$ cat src/rtl/core/dda_pkg.sv
// Package for the DDA dash/dot line stepper: fixed widths, register and
// opcode codes, and the command/status structs between controller and datapath.
// No dependencies.
package dda_pkg;

    // Configuration register widths and reset values
    localparam int MASK_BITS      = 9;
    localparam int COLOR_BITS     = 4;
    localparam int CFG_DATA_BITS  = 9;
    localparam int CFG_INDEX_BITS = 2;

    localparam logic [MASK_BITS-1:0]  MASK_RESET  = 9'd380;
    localparam logic [COLOR_BITS-1:0] COLOR_RESET = 4'd3;

    // Configuration register indexes
    localparam logic [CFG_INDEX_BITS-1:0] CFG_PATTERN_MASK = 2'd0;
    localparam logic [CFG_INDEX_BITS-1:0] CFG_PIXEL_COLOR  = 2'd1;

    // Input item opcodes
    localparam logic OP_LOAD = 1'b0;
    localparam logic OP_STEP = 1'b1;

    // Controller to datapath commands
    typedef struct packed {
        logic load;      // latch a new line, present start point, start divide
        logic step;      // present one sample point and advance
        logic emit_end;  // present the end point of the loaded line
    } dda_cmd_t;

    // Datapath to controller status
    typedef struct packed {
        logic div_done;  // both increment divides finish at this edge
    } dda_sts_t;

endpackage

$ cat src/rtl/core/dda_dash_dot_line_stepper.sv
// Top level of the DDA dash/dot line stepper: ports, packing, and the
// controller/datapath pair. Depends on dda_pkg, dda_ctrl, dda_datapath.
//
//  channel  | signals                         | moves
//  ---------+---------------------------------+-----------------------------
//  s_       | tvalid tready tdata tuser       | load or step item
//  m_       | tvalid tready tdata tuser tlast | one point per transaction
//  cfg_     | valid ready index data          | register write, always ready
//
// Steps stream at one per cycle while m_tready is high. After a load, the next
// item is taken only once the bit-serial increment divide and the end-point
// emit are through.
// Reset is asynchronous and needs no clearing pass. A stalled output holds
// one point; a new item is taken in the cycle that point leaves.
module dda_dash_dot_line_stepper #(
    parameter int COORD_BITS     = 10,
    parameter int FRAC_BITS      = 16,
    parameter int PATTERN_PERIOD = 9,
    localparam int IN_BITS  = ((4 * COORD_BITS + 7) / 8) * 8,
    localparam int OUT_BITS = ((2 * COORD_BITS + dda_pkg::COLOR_BITS + 7) / 8) * 8
) (
    input  logic                               clk,
    input  logic                               rst_n,
    input  logic                               s_tvalid,
    output logic                               s_tready,
    input  logic [IN_BITS-1:0]                 s_tdata,   // start_x, start_y, end_x, end_y
    input  logic                               s_tuser,   // opcode
    output logic                               m_tvalid,
    input  logic                               m_tready,
    output logic [OUT_BITS-1:0]                m_tdata,   // pixel_x, pixel_y, color
    output logic                               m_tuser,   // plot
    output logic                               m_tlast,
    input  logic                               cfg_valid,
    output logic                               cfg_ready,
    input  logic [dda_pkg::CFG_INDEX_BITS-1:0] cfg_index,
    input  logic [dda_pkg::CFG_DATA_BITS-1:0]  cfg_data
);

    import dda_pkg::*;

    dda_cmd_t              cmd;
    dda_sts_t              sts;
    logic [COORD_BITS-1:0] pixel_x;
    logic [COORD_BITS-1:0] pixel_y;
    logic [COLOR_BITS-1:0] color;

    assign cfg_ready = 1'b1;

    dda_ctrl u_ctrl (
        .clk      (clk),
        .rst_n    (rst_n),
        .s_tvalid (s_tvalid),
        .s_tready (s_tready),
        .opcode   (s_tuser),
        .m_tvalid (m_tvalid),
        .m_tready (m_tready),
        .sts      (sts),
        .cmd      (cmd)
    );

    dda_datapath #(
        .COORD_BITS     (COORD_BITS),
        .FRAC_BITS      (FRAC_BITS),
        .PATTERN_PERIOD (PATTERN_PERIOD)
    ) u_datapath (
        .clk       (clk),
        .rst_n     (rst_n),
        .cmd       (cmd),
        .sts       (sts),
        .cfg_we    (cfg_valid && cfg_ready),
        .cfg_index (cfg_index),
        .cfg_data  (cfg_data),
        .start_x   (s_tdata[COORD_BITS-1:0]),
        .start_y   (s_tdata[2*COORD_BITS-1:COORD_BITS]),
        .end_x     (s_tdata[3*COORD_BITS-1:2*COORD_BITS]),
        .end_y     (s_tdata[4*COORD_BITS-1:3*COORD_BITS]),
        .pixel_x   (pixel_x),
        .pixel_y   (pixel_y),
        .plot      (m_tuser),
        .color     (color),
        .last      (m_tlast)
    );

    // Pack result fields, zero fill to whole bytes
    assign m_tdata = OUT_BITS'({color, pixel_y, pixel_x});

endmodule

$ cat src/rtl/core/dda_div.sv
// Restoring serial divider: one quotient bit per cycle, unsigned operands.
// Used by dda_datapath for the per-step increments. No package needed.
module dda_div #(
    parameter int DIVIDEND_BITS = 26,
    parameter int DIVISOR_BITS  = 10,
    parameter int QUOT_BITS     = 17
) (
    input  logic                     clk,
    input  logic                     rst_n,
    input  logic                     start,
    input  logic [DIVIDEND_BITS-1:0] dividend,
    input  logic [DIVISOR_BITS-1:0]  divisor,
    output logic                     done,
    output logic [QUOT_BITS-1:0]     quot
);

    localparam int CNT_BITS = $clog2(DIVIDEND_BITS);
    localparam logic [CNT_BITS-1:0] CNT_LAST = CNT_BITS'(DIVIDEND_BITS - 1);

    logic                     busy_reg;
    logic                     busy_next;
    logic [CNT_BITS-1:0]      cnt_reg;
    logic [CNT_BITS-1:0]      cnt_next;
    logic [DIVIDEND_BITS-1:0] work_reg;
    logic [DIVIDEND_BITS-1:0] work_next;
    logic [DIVISOR_BITS-1:0]  rem_reg;
    logic [DIVISOR_BITS-1:0]  rem_next;
    logic [DIVISOR_BITS-1:0]  dsr_reg;
    logic [DIVISOR_BITS:0]    trial;
    logic [DIVISOR_BITS:0]    diff;
    logic                     ge;

    // One restoring iteration
    always_comb
    begin
        trial     = {rem_reg, work_reg[DIVIDEND_BITS-1]};
        diff      = trial - {1'b0, dsr_reg};
        ge        = (trial >= {1'b0, dsr_reg});
        rem_next  = ge ? diff[DIVISOR_BITS-1:0] : trial[DIVISOR_BITS-1:0];
        work_next = {work_reg[DIVIDEND_BITS-2:0], ge};
    end

    assign done = busy_reg && (cnt_reg == CNT_LAST);
    assign quot = work_next[QUOT_BITS-1:0];

    // Iteration control
    always_comb
    begin
        busy_next = busy_reg;
        cnt_next  = cnt_reg;
        if (start)
        begin
            busy_next = 1'b1;
            cnt_next  = '0;
        end
        else if (busy_reg)
        begin
            busy_next = !done;
            cnt_next  = cnt_reg + 1'b1;
        end
    end

    always_ff @(posedge clk or negedge rst_n)
    begin
        if (!rst_n)
        begin
            busy_reg <= 1'b0;
            cnt_reg  <= '0;
        end
        else
        begin
            busy_reg <= busy_next;
            cnt_reg  <= cnt_next;
        end
    end

    // Operand and partial remainder registers
    always_ff @(posedge clk)
    begin
        if (start)
        begin
            work_reg <= dividend;
            rem_reg  <= '0;
            dsr_reg  <= divisor;
        end
        else if (busy_reg)
        begin
            work_reg <= work_next;
            rem_reg  <= rem_next;
        end
    end

    a_start_busy: assert property (@(posedge clk) disable iff (!rst_n)
        start |=> busy_reg && (cnt_reg == '0))
        else $error("divider did not begin after start");

endmodule

$ cat src/rtl/core/dda_datapath.sv
// Datapath of the line stepper: configuration, line state, increment dividers
// and the output holding register. Depends on dda_pkg and dda_div.
module dda_datapath #(
    parameter int COORD_BITS     = 10,
    parameter int FRAC_BITS      = 16,
    parameter int PATTERN_PERIOD = 9
) (
    input  logic                                 clk,
    input  logic                                 rst_n,
    input  dda_pkg::dda_cmd_t                    cmd,
    output dda_pkg::dda_sts_t                    sts,
    input  logic                                 cfg_we,
    input  logic [dda_pkg::CFG_INDEX_BITS-1:0]   cfg_index,
    input  logic [dda_pkg::CFG_DATA_BITS-1:0]    cfg_data,
    input  logic [COORD_BITS-1:0]                start_x,
    input  logic [COORD_BITS-1:0]                start_y,
    input  logic [COORD_BITS-1:0]                end_x,
    input  logic [COORD_BITS-1:0]                end_y,
    output logic [COORD_BITS-1:0]                pixel_x,
    output logic [COORD_BITS-1:0]                pixel_y,
    output logic                                 plot,
    output logic [dda_pkg::COLOR_BITS-1:0]       color,
    output logic                                 last
);

    import dda_pkg::*;

    localparam int POS_BITS   = COORD_BITS + FRAC_BITS + 1;
    localparam int INC_BITS   = FRAC_BITS + 2;
    localparam int QUOT_BITS  = FRAC_BITS + 1;
    localparam int DVD_BITS   = COORD_BITS + FRAC_BITS;
    localparam int PH_BITS    = $clog2(PATTERN_PERIOD);
    localparam int PH_LUT     = 16;
    localparam logic [PH_BITS-1:0] PH_LAST = PH_BITS'(PATTERN_PERIOD - 1);

    // Configuration registers
    logic [MASK_BITS-1:0]  pattern_mask_reg;
    logic [COLOR_BITS-1:0] pixel_color_reg;

    always_ff @(posedge clk or negedge rst_n)
    begin
        if (!rst_n)
        begin
            pattern_mask_reg <= MASK_RESET;
            pixel_color_reg  <= COLOR_RESET;
        end
        else if (cfg_we)
        begin
            unique case (cfg_index)
                CFG_PATTERN_MASK: pattern_mask_reg <= cfg_data[MASK_BITS-1:0];
                CFG_PIXEL_COLOR:  pixel_color_reg  <= cfg_data[COLOR_BITS-1:0];
                default:          ;
            endcase
        end
    end

    // Endpoint deltas and major-axis length
    logic [COORD_BITS:0]   dx;
    logic [COORD_BITS:0]   dy;
    logic [COORD_BITS:0]   ndx;
    logic [COORD_BITS:0]   ndy;
    logic [COORD_BITS-1:0] ax;
    logic [COORD_BITS-1:0] ay;
    logic [COORD_BITS-1:0] len;

    always_comb
    begin
        dx  = {1'b0, end_x} - {1'b0, start_x};
        dy  = {1'b0, end_y} - {1'b0, start_y};
        ndx = -dx;
        ndy = -dy;
        ax  = dx[COORD_BITS] ? ndx[COORD_BITS-1:0] : dx[COORD_BITS-1:0];
        ay  = dy[COORD_BITS] ? ndy[COORD_BITS-1:0] : dy[COORD_BITS-1:0];
        len = (ax >= ay) ? ax : ay;
    end

    // Increment dividers, run side by side
    logic                 done_x;
    logic                 done_y;
    logic [QUOT_BITS-1:0] quot_x;
    logic [QUOT_BITS-1:0] quot_y;

    dda_div #(
        .DIVIDEND_BITS (DVD_BITS),
        .DIVISOR_BITS  (COORD_BITS),
        .QUOT_BITS     (QUOT_BITS)
    ) u_div_x (
        .clk      (clk),
        .rst_n    (rst_n),
        .start    (cmd.load),
        .dividend ({ax, FRAC_BITS'(0)}),
        .divisor  (len),
        .done     (done_x),
        .quot     (quot_x)
    );

    dda_div #(
        .DIVIDEND_BITS (DVD_BITS),
        .DIVISOR_BITS  (COORD_BITS),
        .QUOT_BITS     (QUOT_BITS)
    ) u_div_y (
        .clk      (clk),
        .rst_n    (rst_n),
        .start    (cmd.load),
        .dividend ({ay, FRAC_BITS'(0)}),
        .divisor  (len),
        .done     (done_y),
        .quot     (quot_y)
    );

    assign sts.div_done = done_x && done_y;

    // Line state
    logic                  active_reg;
    logic [POS_BITS-1:0]   pos_x_reg;
    logic [POS_BITS-1:0]   pos_y_reg;
    logic [INC_BITS-1:0]   inc_x_reg;
    logic [INC_BITS-1:0]   inc_y_reg;
    logic [COORD_BITS-1:0] step_reg;
    logic [COORD_BITS-1:0] len_reg;
    logic [PH_BITS-1:0]    phase_reg;
    logic                  neg_x_reg;
    logic                  neg_y_reg;
    logic [COORD_BITS-1:0] end_x_reg;
    logic [COORD_BITS-1:0] end_y_reg;

    logic [INC_BITS-1:0]   qx_ext;
    logic [INC_BITS-1:0]   qy_ext;
    logic [INC_BITS-1:0]   inc_x_next;
    logic [INC_BITS-1:0]   inc_y_next;
    logic [POS_BITS-1:0]   pos_x_next;
    logic [POS_BITS-1:0]   pos_y_next;
    logic [COORD_BITS-1:0] pix_x;
    logic [COORD_BITS-1:0] pix_y;
    logic [PH_LUT-1:0]     mask_wide;
    logic                  step_plot;
    logic                  step_last;

    always_comb
    begin
        // Signed increment; zero-length line keeps both increments at zero
        qx_ext     = {1'b0, quot_x};
        qy_ext     = {1'b0, quot_y};
        inc_x_next = neg_x_reg ? -qx_ext : qx_ext;
        inc_y_next = neg_y_reg ? -qy_ext : qy_ext;
        if (len_reg == '0)
        begin
            inc_x_next = '0;
            inc_y_next = '0;
        end
        // Position advance and pixel extraction (negative clamps to zero)
        pos_x_next = pos_x_reg + {{(POS_BITS-INC_BITS){inc_x_reg[INC_BITS-1]}}, inc_x_reg};
        pos_y_next = pos_y_reg + {{(POS_BITS-INC_BITS){inc_y_reg[INC_BITS-1]}}, inc_y_reg};
        pix_x      = pos_x_reg[POS_BITS-1] ? '0 : pos_x_reg[FRAC_BITS+COORD_BITS-1:FRAC_BITS];
        pix_y      = pos_y_reg[POS_BITS-1] ? '0 : pos_y_reg[FRAC_BITS+COORD_BITS-1:FRAC_BITS];
        // Phases past the mask width read as gaps
        mask_wide  = PH_LUT'(pattern_mask_reg);
        step_plot  = mask_wide[4'(phase_reg)];
        step_last  = (step_reg == len_reg);
    end

    always_ff @(posedge clk or negedge rst_n)
    begin
        if (!rst_n)
            active_reg <= 1'b0;
        else if (cmd.load)
            active_reg <= 1'b1;
        else if (cmd.step && active_reg && step_last)
            active_reg <= 1'b0;
    end

    always_ff @(posedge clk)
    begin
        if (cmd.load)
        begin
            pos_x_reg <= {1'b0, start_x, 1'b1, (FRAC_BITS-1)'(0)};
            pos_y_reg <= {1'b0, start_y, 1'b1, (FRAC_BITS-1)'(0)};
            step_reg  <= '0;
            phase_reg <= '0;
            len_reg   <= len;
            neg_x_reg <= dx[COORD_BITS];
            neg_y_reg <= dy[COORD_BITS];
            end_x_reg <= end_x;
            end_y_reg <= end_y;
        end
        else if (cmd.step && active_reg)
        begin
            pos_x_reg <= pos_x_next;
            pos_y_reg <= pos_y_next;
            step_reg  <= step_reg + 1'b1;
            phase_reg <= (phase_reg == PH_LAST) ? '0 : phase_reg + 1'b1;
        end
        if (sts.div_done)
        begin
            inc_x_reg <= inc_x_next;
            inc_y_reg <= inc_y_next;
        end
    end

    // Output holding register
    logic [COORD_BITS-1:0] out_x_reg;
    logic [COORD_BITS-1:0] out_y_reg;
    logic                  out_plot_reg;
    logic [COLOR_BITS-1:0] out_color_reg;
    logic                  out_last_reg;

    always_ff @(posedge clk)
    begin
        if (cmd.load)
        begin
            out_x_reg     <= start_x;
            out_y_reg     <= start_y;
            out_plot_reg  <= 1'b1;
            out_color_reg <= pixel_color_reg;
            out_last_reg  <= 1'b0;
        end
        else if (cmd.emit_end)
        begin
            out_x_reg     <= end_x_reg;
            out_y_reg     <= end_y_reg;
            out_plot_reg  <= 1'b1;
            out_color_reg <= pixel_color_reg;
            out_last_reg  <= 1'b0;
        end
        else if (cmd.step)
        begin
            out_x_reg     <= active_reg ? pix_x : '0;
            out_y_reg     <= active_reg ? pix_y : '0;
            out_plot_reg  <= active_reg && step_plot;
            out_color_reg <= pixel_color_reg;
            out_last_reg  <= !active_reg || step_last;
        end
    end

    assign pixel_x = out_x_reg;
    assign pixel_y = out_y_reg;
    assign plot    = out_plot_reg;
    assign color   = out_color_reg;
    assign last    = out_last_reg;

    a_idle_step: assert property (@(posedge clk) disable iff (!rst_n)
        (cmd.step && !active_reg) |=> (out_last_reg && !out_plot_reg))
        else $error("idle step did not give an unplotted last point");

endmodule

$ cat src/rtl/core/dda_ctrl.sv
// Controller of the line stepper: input/output handshakes and the load
// sequence (divide, then end point). Depends on dda_pkg.
module dda_ctrl (
    input  logic              clk,
    input  logic              rst_n,
    input  logic              s_tvalid,
    output logic              s_tready,
    input  logic              opcode,
    output logic              m_tvalid,
    input  logic              m_tready,
    input  dda_pkg::dda_sts_t sts,
    output dda_pkg::dda_cmd_t cmd
);

    import dda_pkg::*;

    typedef enum logic [2:0] {
        ST_IDLE = 3'b001,
        ST_DIV  = 3'b010,
        ST_END  = 3'b100
    } dda_state_t;

    dda_state_t state_reg;
    dda_state_t state_next;
    logic       out_valid_reg;
    logic       out_valid_next;
    logic       slot_free;
    logic       accept;

    // Output slot is free when empty or being taken this cycle
    assign slot_free = !out_valid_reg || m_tready;
    assign s_tready  = (state_reg == ST_IDLE) && slot_free;
    assign accept    = s_tvalid && s_tready;
    assign m_tvalid  = out_valid_reg;

    // Commands
    always_comb
    begin
        cmd.load     = accept && (opcode == OP_LOAD);
        cmd.step     = accept && (opcode == OP_STEP);
        cmd.emit_end = (state_reg == ST_END) && slot_free;
    end

    // Next state
    always_comb
    begin
        state_next = state_reg;
        unique case (state_reg)
            ST_IDLE: if (cmd.load)      state_next = ST_DIV;
            ST_DIV:  if (sts.div_done)  state_next = ST_END;
            ST_END:  if (slot_free)     state_next = ST_IDLE;
            default:                    state_next = ST_IDLE;
        endcase
    end

    // Output valid flag
    always_comb
    begin
        out_valid_next = out_valid_reg;
        if (cmd.load || cmd.step || cmd.emit_end)
            out_valid_next = 1'b1;
        else if (m_tready)
            out_valid_next = 1'b0;
    end

    always_ff @(posedge clk or negedge rst_n)
    begin
        if (!rst_n)
        begin
            state_reg     <= ST_IDLE;
            out_valid_reg <= 1'b0;
        end
        else
        begin
            state_reg     <= state_next;
            out_valid_reg <= out_valid_next;
        end
    end

    a_load_div: assert property (@(posedge clk) disable iff (!rst_n)
        cmd.load |=> (state_reg == ST_DIV))
        else $error("load did not enter the divide state");

    a_done_in_div: assert property (@(posedge clk) disable iff (!rst_n)
        sts.div_done |-> (state_reg == ST_DIV))
        else $error("divide finished outside the divide state");

    a_end_shown: assert property (@(posedge clk) disable iff (!rst_n)
        cmd.emit_end |=> (m_tvalid && (state_reg == ST_IDLE)))
        else $error("end point not presented after emit");

endmodule

$ cat config.mk
export PLATFORM = sky130hd
export DESIGN_NAME = dda_dash_dot_line_stepper
export DESIGN_NICKNAME = d
export VERILOG_FILES = /design/src/rtl/core/dda_pkg.sv /design/src/rtl/core/dda_dash_dot_line_stepper.sv /design/src/rtl/core/dda_div.sv /design/src/rtl/core/dda_datapath.sv /design/src/rtl/core/dda_ctrl.sv
export SDC_FILE = /design/constraint.sdc
export NUM_CORES = 1
export LEC_CHECK = 0
export ABC_AREA = 1
export BUFFER_PORTS_ARGS = -buffer_cell sky130_fd_sc_hd__buf_4
export CORE_ASPECT_RATIO = 1.2
export CORE_MARGIN = 10
export CORE_UTILIZATION = 50
export DETAILED_ROUTE_END_ITERATION = 8
export PLACE_DENSITY = 0.66
export SKIP_LAST_GASP = 1
export SLEW_MARGIN = 20
export SYNTH_ARGS = -nofsm -noshare
export SYNTH_HDL_FRONTEND = slang
export SYNTH_SLANG_ARGS = --single-unit
$ cat constraint.sdc
create_clock -name clk -period 4.5 [get_ports clk]
set_input_delay 0.675 -clock clk [delete_from_list [all_inputs] [get_ports clk]]
set_output_delay 0.675 -clock clk [all_outputs]
set_load 0.02 [all_outputs]
==> reports/metrics.cfg <==
[floorplanning]
num_rows=74
core_area_um2=33900
initial_utilization_pct=50.4
num_io_pins=86
die_y_um=222
dieArea_um2=42000
die_x_um=189

[yosys]
synth.most_common_cell=nand2_1
syn-num-nets=2447
synthSimpleGateAreaFrac_pct=25.4
synth_fa_ha_area_share_pct=8.99
netlist_instances=2271
synth_top_area_share_pct=23.2
synth_compound_area_share_pct=14.8
synthesis.area_um2=17100
ys.flop_type=edfxtp_1
syn_area_per_cell_um2=7.52
synth_xor_area_share_pct=2.87
synth_edf_count=132
synthTopCellsByArea=edfxtp_1 (23%), nand2_1 (13%), dfxtp_1 (12%)
synth-seq-cells=264
ys_warn_count=0
ys_top_cells_by_count=nand2_1 (583), inv_1 (285), o21ai_0 (177)
synth_top_cell_by_area=edfxtp_1
synth.distinct_cells=53
synth_top_family_by_area=simple AND/OR/NAND/NOR gates
synthArstFlopShare_pct=11.4
ys_seq_area_share_pct=39.6
synthMuxAreaShare_pct=0.198

[worst_setup_path]
required_ns=4.86
r2r_start=u_datapath.len_reg[1]$_DFFE_PP_
critPathKind=flip-flop to flip-flop
cp-end-kind=flip-flop
critPathLaunchType=flip-flop
crit_path_max_fanout=8
ff2ff_setup_slack_ns=0.65
cp.arrival_ns=4.21
reg2regPathDepth=16
reg2reg_to=u_datapath.inc_y_reg[16]$_SDFFCE_PP0P_

[timing]
max_freq_ghz=0.260
fin_skew_ns=0.0114
setup-tns-final_ns=0
hold-worst-slack_ns=0.0534
slew_viol_final=0
hold_viol_final=0
post-route-period-util_pct=85.4
max_slew.worst_pin.slew_ns=1.04
rsz0062_at_grt=false
finalSetupViolations=0
slew-limit-headroom_pct=30.9
layout_min_cycle_time_ns=3.85

[placement]
dpl.hpwl_um=35400
io_buffers=84
placed_area_um2=18100
gp_congestion=0.946

[outcome]
status=completed

[run]
max-cap-violations=0

[routing]
dr.first_iter.drc_count=1051
wl_met2_um=24600
drt-wirelength-per-cell_um=16.7
dr_wl_met3_um=1990
first_pass_iters=7
detail-route-antenna-nets=0
drt_wl_total_um=47100
wl_met1_um=18800
vias_per_cell=5.45
drc_errors=0
vias=15400
top_layer=met4

[power]
peakVddDrop_mv=0.434
p_per_area_nw_per_um2=641
power_leakage_nw=9.01

[cts]
post_cts_buffers=0
clk_latency_ns=0.58
cts_max_level=1
cts_tree=built
clock-sinks=264
clockBufferDepth=3
cts_root_buf=clkbuf_16
post_cts_resized=0
cts_buffers=30
path_clk_slew_ns=0.06
cts_hold_buf=0

[global_routing]
grt-ovfl-total=0
antenna_found_initial=0
grt.total_usage_pct=21.7
grt_pass1_wl_um=75100
grt_pass1_vias=15100
grt_max_degree=56

[hold_path]
min_path_type=input port to async pin

[layout]
layout-drive-gt1-share_pct=8.44
fin_area_um2=19200
diodes=0
fin_nets=2523
final_util_pct=56.6
area_growth_pct=12.3

==> cells by family (layout without fill, tap and decap cells) <==
group | Yosys count | in the layout
buf+inv | 346 | 446
compound gates | 463 | 463
xor+xnor | 56 | 56
other cells | 1 | 1
mux | 3 | 3
flops | 264 | 264
simple gates | 1019 | 1019
fa+ha+maj | 119 | 119
==> cells in the final DEF (no fill, tap or decap), types with 13 or more instances in the layout <==
cell type and count:
inv_1 285, nand2_1 583, o21bai_1 13, dfxtp_1 102, nor2_1 176, nand4_1 37
a21oi_1 162, nor3_1 18, dfrtp_1 21, o21ai_1 20, buf_4 96, o211ai_1 15
xnor2_1 19, o21ai_0 177, clkbuf_16 30, edfxtp_1 132, nand3_1 147, xor2_1 37
ha_1 113, o22ai_1 43
==> how the worst max path moves through the flow <==
stage                                                        end  cells past startpoint                             from  slack [ns]
after global placement           u_datapath.len_reg[7]$_DFFE_PP_                     18                      s_tdata[10]        0.36
after CTS                 u_datapath.inc_y_reg[16]$_SDFFCE_PP0P_                     16  u_datapath.len_reg[1]$_DFFE_PP_        0.73
after global routing      u_datapath.inc_y_reg[16]$_SDFFCE_PP0P_                     16  u_datapath.len_reg[6]$_DFFE_PP_        0.29
after floorplan                  u_datapath.len_reg[7]$_DFFE_PP_                     23                      s_tdata[30]        0.70
final                     u_datapath.inc_y_reg[16]$_SDFFCE_PP0P_                     16  u_datapath.len_reg[1]$_DFFE_PP_        0.65
after detailed placement         u_datapath.len_reg[7]$_DFFE_PP_                     18                      s_tdata[10]        0.30
==> routing by layer <==
layer / global-route usage (%) / up-vias
met1: 24.3 / 7204
met2: 40.4 / 339
li1: - / 7769
met3: 2.63 / 104
met5: 0 / -
met4: 9.02 / 0
==> power by group <==
| part | internal, mW | switching, mW |
|---|---|---|
| Combinational | 2.06 | 3.64 |
| Sequential | 3.49 | 0.490 |
| Clock | 1.56 | 1.04 |
==> area by class of cell <==
cell class / count / area (um2)
sequential: 264 / 6770
inverter: 293 / 1100
multi-input combinational: 1661 / 8950
clock buffer: 39 / 815
clock inverter: 17 / 235
tap: 456 / 571
timing repair buffer: 97 / 741
fill: 3254 / 14700
==> worst max-delay path: stages, from the launching register on <==
cell and delay, ns:
edfxtp_1 0.53, inv_1 0.19, ha_1 0.30, nand2_1 0.11, o21ai_2 0.09, nand2_1 0.07
nand2_1 0.13, a21oi_2 0.41, ha_1 0.26, inv_1 0.06, nor3_1 0.20, nand2_1 0.12
o21ai_0 0.39, nand2_1 0.16, nor2_1 0.18, o21ai_0 0.10, a21oi_1 0.32
==> through the flow <==
stage	total power [mW]	std cells	setup WS [ns]
6_report	12.3	2827	0.655
5_1_grt	13.3	2827	0.286
3_3_place_gp	9.54	2771	0.356
3_5_place_dp	9.69	2771	0.302
2_1_floorplan	8.18	2271	0.697
4_1_cts	12.3	2827	0.735
Power figures use the tool's default switching activity.
